### src/sv/umqrs_pkg.sv
// Types and constants for the uniform mod-q rejection sampler.
package umqrs_pkg;

	localparam int WORD_BITS  = 64;
	localparam int STEP_CNT_W = 6;
	localparam int MOD_IDX_W  = 3;
	localparam int COUNT_W    = 3;
	localparam int LOGD_W     = 5;
	localparam int REG_IDX_W  = 3;
	localparam int PADDR_W    = 6;
	localparam int APB_DATA_W = 64;

	// register indexes (byte address = 8 * index)
	localparam logic [REG_IDX_W-1:0] REG_MODULUS_COUNT = 3'd0;
	localparam logic [REG_IDX_W-1:0] REG_LOG_DEGREE    = 3'd1;
	localparam logic [REG_IDX_W-1:0] REG_MODULUS_0     = 3'd2;

	localparam logic [COUNT_W-1:0] RST_MODULUS_COUNT = 3'd1;
	localparam logic [LOGD_W-1:0]  RST_LOG_DEGREE    = 5'd12;

	typedef enum logic [5:0] {
		ST_IDLE     = 6'b000001,
		ST_SETUP    = 6'b000010,
		ST_DIV_MAX  = 6'b000100,
		ST_CHECK    = 6'b001000,
		ST_DIV_WORD = 6'b010000,
		ST_DONE     = 6'b100000
	} state_t;

endpackage

### src/sv/uniform_mod_q_rejection_sampler.sv
// Uniform mod-q rejection sampler: iterative shift-subtract remainder unit and row counters.
// One restoring remainder unit (one bit per cycle) does all division.
// Accepted word: its remainder mod q goes to the output register. (2^64-1) mod q is cached per
// row and recomputed first after any config write or row change. Rejected word: no output;
// the unit returns to idle for the next input. One word in flight; a result waits in the
// output register while the next is taken. arst_n resets FSM, counters, cache and config.
module uniform_mod_q_rejection_sampler #(
	parameter int MAX_MODULI     = 6,
	parameter int MAX_LOG_DEGREE = 16,
	parameter int MODULUS_BITS   = 61
) (
	input  logic                                         clk,
	input  logic                                         arst_n,
	input  logic                                         s_tvalid,
	output logic                                         s_tready,
	input  logic [umqrs_pkg::WORD_BITS-1:0]              s_tdata,  // random_word
	output logic                                         m_tvalid,
	input  logic                                         m_tready,
	// coefficient, modulus_index, coeff_index, zero pad to bytes
	output logic [((MODULUS_BITS+umqrs_pkg::MOD_IDX_W+MAX_LOG_DEGREE+7)/8)*8-1:0] m_tdata,
	output logic                                         m_tlast,  // last_of_poly
	input  logic                                         psel,
	input  logic                                         penable,
	input  logic                                         pwrite,
	input  logic [umqrs_pkg::PADDR_W-1:0]                paddr,
	input  logic [umqrs_pkg::APB_DATA_W-1:0]             pwdata,
	output logic [umqrs_pkg::APB_DATA_W-1:0]             prdata,
	output logic                                         pready
);
	import umqrs_pkg::*;

	localparam int TDATA_W = ((MODULUS_BITS + MOD_IDX_W + MAX_LOG_DEGREE + 7) / 8) * 8;
	localparam int MI_W    = (MAX_MODULI > 1) ? $clog2(MAX_MODULI) : 1;
	localparam int MB      = MODULUS_BITS;

	state_t                    state_q;
	logic [STEP_CNT_W-1:0]     cnt_q;
	logic [MOD_IDX_W-1:0]      mc_q;
	logic [MAX_LOG_DEGREE-1:0] cc_q;
	logic                      m_tvalid_q;
	logic                      rmax_ok_q;
	logic [MOD_IDX_W-1:0]      rmax_tag_q;

	logic [COUNT_W-1:0]        modulus_count_q;
	logic [LOGD_W-1:0]         log_degree_q;
	logic [MB-1:0]             moduli_q [MAX_MODULI];

	logic [WORD_BITS-1:0]      word_q;
	logic [WORD_BITS-1:0]      div_q;
	logic [MB-1:0]             rem_q;
	logic [MB-1:0]             q_q;
	logic [MB-1:0]             rmax_q;
	logic [MB-1:0]             out_coef_q;
	logic [MOD_IDX_W-1:0]      out_midx_q;
	logic [MAX_LOG_DEGREE-1:0] out_cidx_q;
	logic                      out_last_q;

	logic                      in_xfer;
	logic                      out_load;
	logic                      cfg_we;
	logic [REG_IDX_W-1:0]      reg_idx;
	logic                      reg_is_mod;
	logic [MI_W-1:0]           reg_mod_sel;
	logic [COUNT_W-1:0]        eff_cnt;
	logic [COUNT_W-1:0]        eff_cnt_m1;
	logic [LOGD_W-1:0]         eff_ld;
	logic [MAX_LOG_DEGREE-1:0] deg_mask;
	logic                      out_of_bounds;
	logic [MB-1:0]             q_raw;
	logic [MB-1:0]             q_sel;
	logic                      cache_hit;
	logic [MB:0]               trial;
	logic [MB+1:0]             diff;
	logic [MB-1:0]             rem_next;
	logic                      div_last;
	logic [WORD_BITS+1:0]      thr_sum;
	logic                      reject;
	logic                      row_end;
	logic                      last_coef;

	assign s_tready = (state_q == ST_IDLE);
	assign in_xfer  = s_tvalid && s_tready;
	assign out_load = (state_q == ST_DONE) && (!m_tvalid_q || m_tready);
	assign m_tvalid = m_tvalid_q;
	assign m_tdata  = TDATA_W'({out_cidx_q, out_midx_q, out_coef_q});
	assign m_tlast  = out_last_q;
	assign pready   = 1'b1;

	// APB decode
	assign cfg_we      = psel && penable && pwrite && pready;
	assign reg_idx     = paddr[PADDR_W-1:3];
	assign reg_is_mod  = (reg_idx >= REG_MODULUS_0) &&
	                     ((reg_idx - REG_MODULUS_0) < REG_IDX_W'(MAX_MODULI));
	assign reg_mod_sel = MI_W'(reg_idx - REG_MODULUS_0);

	always_comb begin
		prdata = '0;
		if (reg_idx == REG_MODULUS_COUNT) begin
			prdata = APB_DATA_W'(modulus_count_q);
		end else if (reg_idx == REG_LOG_DEGREE) begin
			prdata = APB_DATA_W'(log_degree_q);
		end else if (reg_is_mod) begin
			prdata = APB_DATA_W'(moduli_q[reg_mod_sel]);
		end
	end

	// effective configuration
	always_comb begin
		eff_cnt = modulus_count_q;
		if (modulus_count_q == '0) begin
			eff_cnt = COUNT_W'(1);
		end else if (modulus_count_q > COUNT_W'(MAX_MODULI)) begin
			eff_cnt = COUNT_W'(MAX_MODULI);
		end
		eff_ld = log_degree_q;
		if (log_degree_q == '0) begin
			eff_ld = LOGD_W'(1);
		end else if (log_degree_q > LOGD_W'(MAX_LOG_DEGREE)) begin
			eff_ld = LOGD_W'(MAX_LOG_DEGREE);
		end
	end

	assign eff_cnt_m1    = eff_cnt - COUNT_W'(1);
	assign deg_mask      = ~({MAX_LOG_DEGREE{1'b1}} << eff_ld);
	assign out_of_bounds = (mc_q >= eff_cnt) || (cc_q > deg_mask);

	assign q_raw     = moduli_q[mc_q[MI_W-1:0]];
	assign q_sel     = (q_raw < MB'(2)) ? MB'(2) : q_raw;
	assign cache_hit = rmax_ok_q && (rmax_tag_q == mc_q);

	// restoring remainder step: one dividend bit per cycle
	assign trial    = {rem_q, div_q[WORD_BITS-1]};
	assign diff     = {1'b0, trial} - {2'b00, q_q};
	assign rem_next = diff[MB+1] ? trial[MB-1:0] : diff[MB-1:0];
	assign div_last = (cnt_q == '1);

	// word >= 2^64-1 - r - 1  <=>  word + r + 2 carries out of 64 bits
	assign thr_sum = {2'b00, word_q} + (WORD_BITS+2)'(rmax_q) + (WORD_BITS+2)'(2);
	assign reject  = |thr_sum[WORD_BITS+1:WORD_BITS];

	assign row_end   = (cc_q == deg_mask);
	assign last_coef = row_end && (mc_q == eff_cnt_m1);

	always_ff @(posedge clk or negedge arst_n) begin
		if (!arst_n) begin
			state_q         <= ST_IDLE;
			cnt_q           <= '0;
			mc_q            <= '0;
			cc_q            <= '0;
			m_tvalid_q      <= 1'b0;
			rmax_ok_q       <= 1'b0;
			rmax_tag_q      <= '0;
			modulus_count_q <= RST_MODULUS_COUNT;
			log_degree_q    <= RST_LOG_DEGREE;
			for (int i = 0; i < MAX_MODULI; i++) begin
				moduli_q[i] <= MB'(2);
			end
		end else begin
			if (out_load) begin
				m_tvalid_q <= 1'b1;
			end else if (m_tready) begin
				m_tvalid_q <= 1'b0;
			end

			case (state_q)
				ST_IDLE: begin
					if (in_xfer) begin
						if (out_of_bounds) begin
							mc_q <= '0;
							cc_q <= '0;
						end
						state_q <= ST_SETUP;
					end
				end
				ST_SETUP: begin
					cnt_q   <= '0;
					state_q <= cache_hit ? ST_CHECK : ST_DIV_MAX;
				end
				ST_DIV_MAX: begin
					cnt_q <= cnt_q + STEP_CNT_W'(1);
					if (div_last) begin
						rmax_ok_q  <= 1'b1;
						rmax_tag_q <= mc_q;
						state_q    <= ST_CHECK;
					end
				end
				ST_CHECK: begin
					cnt_q   <= '0;
					state_q <= reject ? ST_IDLE : ST_DIV_WORD;
				end
				ST_DIV_WORD: begin
					cnt_q <= cnt_q + STEP_CNT_W'(1);
					if (div_last) begin
						state_q <= ST_DONE;
					end
				end
				ST_DONE: begin
					if (out_load) begin
						if (last_coef) begin
							mc_q <= '0;
							cc_q <= '0;
						end else if (row_end) begin
							mc_q <= mc_q + MOD_IDX_W'(1);
							cc_q <= '0;
						end else begin
							cc_q <= cc_q + MAX_LOG_DEGREE'(1);
						end
						state_q <= ST_IDLE;
					end
				end
				default: begin
					state_q <= ST_IDLE;
				end
			endcase

			if (cfg_we) begin
				rmax_ok_q <= 1'b0;
				if (reg_idx == REG_MODULUS_COUNT) begin
					modulus_count_q <= pwdata[COUNT_W-1:0];
				end else if (reg_idx == REG_LOG_DEGREE) begin
					log_degree_q <= pwdata[LOGD_W-1:0];
				end else if (reg_is_mod) begin
					moduli_q[reg_mod_sel] <= pwdata[MB-1:0];
				end
			end
		end
	end

	// datapath registers, no reset
	always_ff @(posedge clk) begin
		if (in_xfer) begin
			word_q <= s_tdata;
		end
		case (state_q)
			ST_SETUP: begin
				q_q   <= q_sel;
				div_q <= '1;
				rem_q <= '0;
			end
			ST_DIV_MAX: begin
				div_q <= div_q << 1;
				rem_q <= rem_next;
				if (div_last) begin
					rmax_q <= rem_next;
				end
			end
			ST_CHECK: begin
				div_q <= word_q;
				rem_q <= '0;
			end
			ST_DIV_WORD: begin
				div_q <= div_q << 1;
				rem_q <= rem_next;
			end
			ST_DONE: begin
				if (out_load) begin
					out_coef_q <= rem_q;
					out_midx_q <= mc_q;
					out_cidx_q <= cc_q;
					out_last_q <= last_coef;
				end
			end
			default: begin
			end
		endcase
	end

endmodule

### config.mk
export PLATFORM = sky130hd
export DESIGN_NAME = uniform_mod_q_rejection_sampler
export DESIGN_NICKNAME = d
export VERILOG_FILES = /design/src/sv/umqrs_pkg.sv /design/src/sv/uniform_mod_q_rejection_sampler.sv
export SDC_FILE = /design/constraint.sdc
export NUM_CORES = 2
export LEC_CHECK = 0
export BUFFER_PORTS_ARGS = -buffer_cell sky130_fd_sc_hd__buf_2
export CAP_MARGIN = 20
export CORE_MARGIN = 4
export CORE_UTILIZATION = 55
export CTS_CLUSTER_SIZE = 40
export DETAILED_ROUTE_END_ITERATION = 8
export PLACE_DENSITY_LB_ADDON = 0.25
export SYNTH_ARGS = -nofsm -noshare
export SYNTH_HDL_FRONTEND = slang
export SYNTH_SLANG_ARGS = --single-unit
### constraint.sdc
create_clock -name clk -period 6.3 [get_ports clk]
set_clock_uncertainty 0.15 [all_clocks]
set_input_delay 1.575 -clock clk [delete_from_list [all_inputs] [get_ports clk]]
set_output_delay 1.575 -clock clk [all_outputs]
set_load 0.05 [all_outputs]
Word-level counts from Yosys, hierarchy flattened
Cells that the tools add are included.

operators by class
  $add $sub $neg = 8
  multipliers = 0
  div/mod/pow operators = 0
  $lt $le $gt $ge = 10
  eq/ne operators = 17
  shifts and indexed selects = 1
  mux-type cells = 44
  bitwise logic cells = 5
  reductions and logical operators = 32

operators by type and width
  cell                                                  number
  two-way mux 61 bit                                    7
  binary-select mux 61 bit (select 3 bit)               2
  bitwise mux 366 bit                                   1
  one-hot mux 64 bit (3 select lines)                   1
  demux 61 bit (select 3 bit)                           1
  two-way mux 64 bit                                    2
  one-hot mux 61 bit (2 select lines)                   1
  two-way mux 16 bit                                    5
  adder 65 x 2 -> 66 bit (second input constant)        1
  adder 64 x 61 -> 65 bit                               1
  subtractor 62 x 61 -> 63 bit                          1
  < comparator 61 x 2 -> 1 bit (second input constant)  1
  one-hot mux 6 bit (6 select lines)                    1
  one-hot mux 16 bit (2 select lines)                   1
  two-way mux 6 bit                                     4
  two-way mux 3 bit                                     7
  adder 16 x 1 -> 16 bit (second input constant)        1
  equality test 16 bit                                  1
  > comparator 16 bit                                   1
  NOT 16 bit                                            1
  << shifter 16 x 5 -> 16 bit (first input constant)    1
  two-way mux 5 bit                                     3
  equality test 6 bit (second input constant)           2
  one-hot mux 6 bit (2 select lines)                    1
  other kinds (38)                                      69

storage, ports and cells
  flip-flop bits (word level) = 802
  bits in latches = 0
  bits in writable memories = 0
  bits in read-only memories = 0
  input bits = 141
  output and inout port bits = 148
  word-level logic and storage cells = 141
  memories = 0

Longest topological paths before layout
  word-level depth = 10
  depth in mapped cells = 18
  mapped depth without buffers = 14

Least setup slack after synthesis
No wires, ideal clock.

  path kind = input to register
  from = input port m_tready
  to = register cc_q[10]
  setup time = 0.095 ns
  arrival = 6.416 ns
  required time = 6.055 ns
  path slack = -0.361 ns
  cell stages on the path = 7
  buffers on the path = 1
  cells stage by stage = nor2b_1 nor2b_1 o22ai_1 o21ai_0 o21ai_0 clkbuf_1 o31ai_1

on the way
  longest elaborated chain between the ends = 4

RTL lines
  what                                  line                                    text
  start, declared                       uniform_mod_q_rejection_sampler.sv:18   input logic m_tready,
  logical OR 1 bit                      uniform_mod_q_rejection_sampler.sv:83   assign out_load = (state_q == ST_DONE) && (!m_tvalid_q || m_tready);
  logical AND 1 bit                     uniform_mod_q_rejection_sampler.sv:83
  named net out_load                    uniform_mod_q_rejection_sampler.sv:59   logic out_load;
  != test 2 bit (no source line)        n/a
  AND reduction 4 bit (no source line)  n/a
  end signal, assigned                  uniform_mod_q_rejection_sampler.sv:206  cc_q <= cc_q + MAX_LOG_DEGREE'(1);
  end, declared                         uniform_mod_q_rejection_sampler.sv:39   logic [MAX_LOG_DEGREE-1:0] cc_q;

The timed path passes the listed nets, and every way through them passes these cells.
A chain may end at the register's enable or synchronous reset.

Worst setup path in the final report
  from = input port paddr[4] (netlist name)
  to = output port prdata[51] (netlist name)

on the way
  longest elaborated chain between the ends = 8
  elaborated cells between the ends (all ways) = 13
  classes of those cells = add/sub: 1; order compare: 2; eq/ne: 1; mux: 6; bitwise: 1; reduce/logical: 2

RTL lines
  what                                                    line                                                                          text
  start, declared                                         uniform_mod_q_rejection_sampler.sv:25                                         input logic [umqrs_pkg::PADDR_W-1:0] paddr,
  subtractor 3 x 2 -> 3 bit                               uniform_mod_q_rejection_sampler.sv:93, uniform_mod_q_rejection_sampler.sv:94
  NOT 3 -> 4 bit (implied by the code)                    uniform_mod_q_rejection_sampler.sv:103                                        prdata = APB_DATA_W'(moduli_q[reg_mod_sel]);
  binary-select mux 61 bit (select 3 bit)                 uniform_mod_q_rejection_sampler.sv:103
  two-way mux 61 bit (implied by the code) (2 in series)  uniform_mod_q_rejection_sampler.sv:103
  two-way mux 61 bit                                      uniform_mod_q_rejection_sampler.sv:102                                        end else if (reg_is_mod) begin
  two-way mux 64 bit                                      uniform_mod_q_rejection_sampler.sv:100                                        end else if (reg_idx == REG_LOG_DEGREE) begin
  two-way mux 64 bit (*)                                  uniform_mod_q_rejection_sampler.sv:98                                         if (reg_idx == REG_MODULUS_COUNT) begin
  end, declared                                           uniform_mod_q_rejection_sampler.sv:27                                         output logic [umqrs_pkg::APB_DATA_W-1:0] prdata,

Every way passes the cells marked *; elsewhere a longest branch is shown, timed or not. The select of a mux whose other input is x is not followed.

==> reports/metrics.cfg <==
[cells_and_area]
multi_input_area_um2 = 18930
drive_gt1_share_pct = 31.57
final_cells = 4519
stdcell_area_um2 = 47560
nets = 3812
final_core_util_pct = 62.73
nFillCells = 5736
regArea_um2 = 22050
area_growth_pct = 13.12

[die]
dieHeight_um = 284.5
start_util_pct = 55.46
io_pins = 289
core_um2 = 75820
die_w_um = 284.5
num_rows = 101
die-area_um2 = 80940

[clock_network]
path_clk_slew_ns = 0.06
post-cts-setup-buffers = 0
numCtsBuffers = 87
cts-resized-gates = 0
cts_tree = yes
cts_hold_buf = 0
clock_latency_ns = 0.64
cts.sinks = 802
h-tree-depth = 3
clk_path_buf_depth = 3
cts_root_buf = clkbuf_16

[status]
status = finished, final reports clean

[yosys]
yosys.area.top_type_share_pct = 27.99
synth-seq-cells = 802
ys_types = 78
yosysTopAreaCell = edfxtp_1
ys_warn_count = 0
synth_area_um2 = 42050
synthCells = 3235
synth_seq_area_share_pct = 52.42
avgSynthCellArea_um2 = 13.00
synthFlopType = dfrtp_1
synthTopCellsByArea = edfxtp_1 28%, dfrtp_1 24%, mux2_2 12%
synth_edf_count = 392
async_reset_ff_share_pct = 51.12

[power_and_ir_drop]
swShare_pct = 32.59
p_leak_nw = 19.79
intPower_mw = 12.19
switchingPower_mw = 5.893
p_clk_share_pct = 28.7
p_seq_share_pct = 41.0
power_density_nw_per_um2 = 380.2
p_comb_share_pct = 30.3
vdd_drop_max_uv = 246.0

[timing]
drv_slew = 0
fmax_ghz = 0.1792
finalHoldViolCount = 0
rsz0062_at_grt = no
fin_crit_sh_pct = 88.58
finalSetupViolations = 0
maxSlewHeadroom_pct = 21.20
worstMarginPinSlew_ns = 1.182
fin_crit_ns = 5.581
totalNegativeSetupSlack_ns = 0
hold_ws_ns = 0.3415

[critical_path]
startpoint_type = input pin
endpoint_kind = output pin
cp_cell_sequence = buf_2 -> buf_4 -> mux4_2 -> a22oi_1 -> nor2_1 -> buf_2
arrival_ns = 3.86
cpMaxStageDelayCell = buf_4
timing.rr.end = rem_q[37]
worstSetupPathType = input pin to output pin
rr_worst_depth = 11
worst-path-buf-inv = 3
path_delay_family = buffers and inverters
critPathMaxFanout = 58
worstReg2RegStart = rem_q[27]
critPathMaxStageDelay_ns = 0.81
cp_common_cell = buf_2
worst-r2r-setup-slack_ns = 1.35
cp_data_required_time_ns = 4.58

[placed_design]
dp_hpwl_mm = 74.81
placed_cells = 4350
postPlaceCellArea_um2 = 44590
place.gp.congestion = 0.9034
port_buffers = 278

[detailed_routing]
via_per_inst = 6.291
vias = 28431
drt_iter0_drc = 2299
post_drt_wl_per_cell_um = 24.48
wl_mm = 110.6
first_pass_iters = 5
drc_errors = 0
antenna_left = 0

[global_route]
grt_usage_pct = 27.23
grt_pass1_vias = 29506
antenna_found_initial = 20
overflow = 0
grt_pass1_wl_mm = 173.3
grt_max_degree = 142

[worst_hold_path]
min_path_type = flip-flop to flip-flop
min_delay_path_depth = 1
hold_path_end = rmax_ok_q
min_from = rmax_ok_q

[job]
cap_violations = 0

## sequential cells by signal, indices dropped and copies added (netlist names), 6 cells and up
register and count:
rmax_q 61, out_coef_q 61, moduli_q 366, out_cidx_q 16, q_q 61, cnt_q 6, rem_q 61, word_q 64
state_q 6, cc_q 16, div_q 64
## final cells by class
type                       instances  share of cell area (%)
sequential                       802                   46.36
inverter                          96                  0.7602
tap                              978                   2.573
clock buffer                     122                   5.285
antenna                            9                 0.04735
clock inverter                    37                  0.8707
timing repair buffer             324                   4.319
multi-input combinational       2151                   39.79
## per-layer routing
layer  track usage, %  wire length [um]
met1            37.34             46980
met2            43.93             52470
met3            5.140              7304
met4            9.631              3716
met5                0               147
## worst max path at each step
stage                        start    endpoint  depth (start not counted)
final                     paddr[4]  prdata[51]                          6
after global routing      paddr[4]  prdata[51]                          6
after global placement    paddr[4]  prdata[51]                          6
after CTS                 paddr[4]  prdata[51]                          6
after detailed placement  paddr[4]  prdata[51]                          6
after floorplan           paddr[4]   prdata[4]                          8
## worst register-to-register path, stage by stage (launching register included)
cell and delay (ns):
edfxtp_1 0.48, ha_1 0.44, a21oi_1 0.28, nand2_1 0.12, a221o_1 0.41, a21o_1 0.20, a32oi_1 0.37, a21oi_1 0.20
o31ai_4 0.55, nand2_4 0.70, mux2_4 0.63, and2_1 0.16
## cells by family (layout without fill, tap and decap cells)
kind of cell | after synthesis | in the layout | share of synthesized area (%)
DFF | 802 | 802 | 52.42
muxes | 671 | 671 | 21.45
and+or+nand+nor | 648 | 648 | 7.469
AOI/OAI and AO/OA | 556 | 556 | 8.388
buffers and inverters | 285 | 579 | 2.723
adders and majority gates | 209 | 209 | 6.237
xor gates and xnor gates | 62 | 62 | 1.291
other | 2 | 14 | 0.01786
## cells in the final DEF, fill, tap and decap left out, types with 34 or more instances in the layout
cell type and instances:
edfxtp_1 392, nand2_1 211, clkbuf_16 91, mux4_2 122, buf_2 267, mux2_4 46
and2_1 61, nand4_1 34, a22oi_1 126, o21ai_0 155, mux2_2 437, nor2_1 134
xnor2_1 38, dfrtp_1 398, ha_1 207, a21oi_1 125, nand3_1 43, mux2i_1 66
inv_1 92
## synthesized netlist by cell type, drive strengths merged (3+ instances only)
library cell / number
dfrtp: 400
edfxtp: 392
nor3: 25
o21bai: 10
and2: 67
ha: 208
o21a: 13
a2111oi: 5
o22ai: 8
a221o: 3
a22oi: 126
o21ai: 157
nor2: 136
a31oi: 14
and3: 18
or2: 12
or3: 10
o31ai: 11
dfstp: 10
nor3b: 3
and4: 4
nor2b: 23
mux2: 483
nor4: 27
mux4: 122
mux2i: 66
a311o: 3
a211oi: 13
a21oi: 125
nand2b: 19
buf: 71
xnor2: 38
inv: 96
o211ai: 11
a21o: 32
nand3: 43
nand4: 34
nand2: 216
clkbuf: 118
xor2: 24
nand3b: 4
## stage by stage
stage               power [mW]  setup slack, ns
floorplan                11.27           0.4410
global placement         12.69           0.8118
detailed placement       12.91           0.8228
CTS                      18.15           0.8171
global route             19.02           0.7350
finish                   18.08           0.7194
## power groups by stage
stage               registers (mW)  clock network (mW)  logic (mW)
finish                        7.42                5.19        5.48
CTS                           7.41                5.29        5.45
global placement              7.42                   0        5.27
detailed placement            7.49                   0        5.42
global route                  7.51                5.52        6.00
floorplan                     7.19                   0        4.07
No activity file was read; power rests on OpenSTA's default activity.
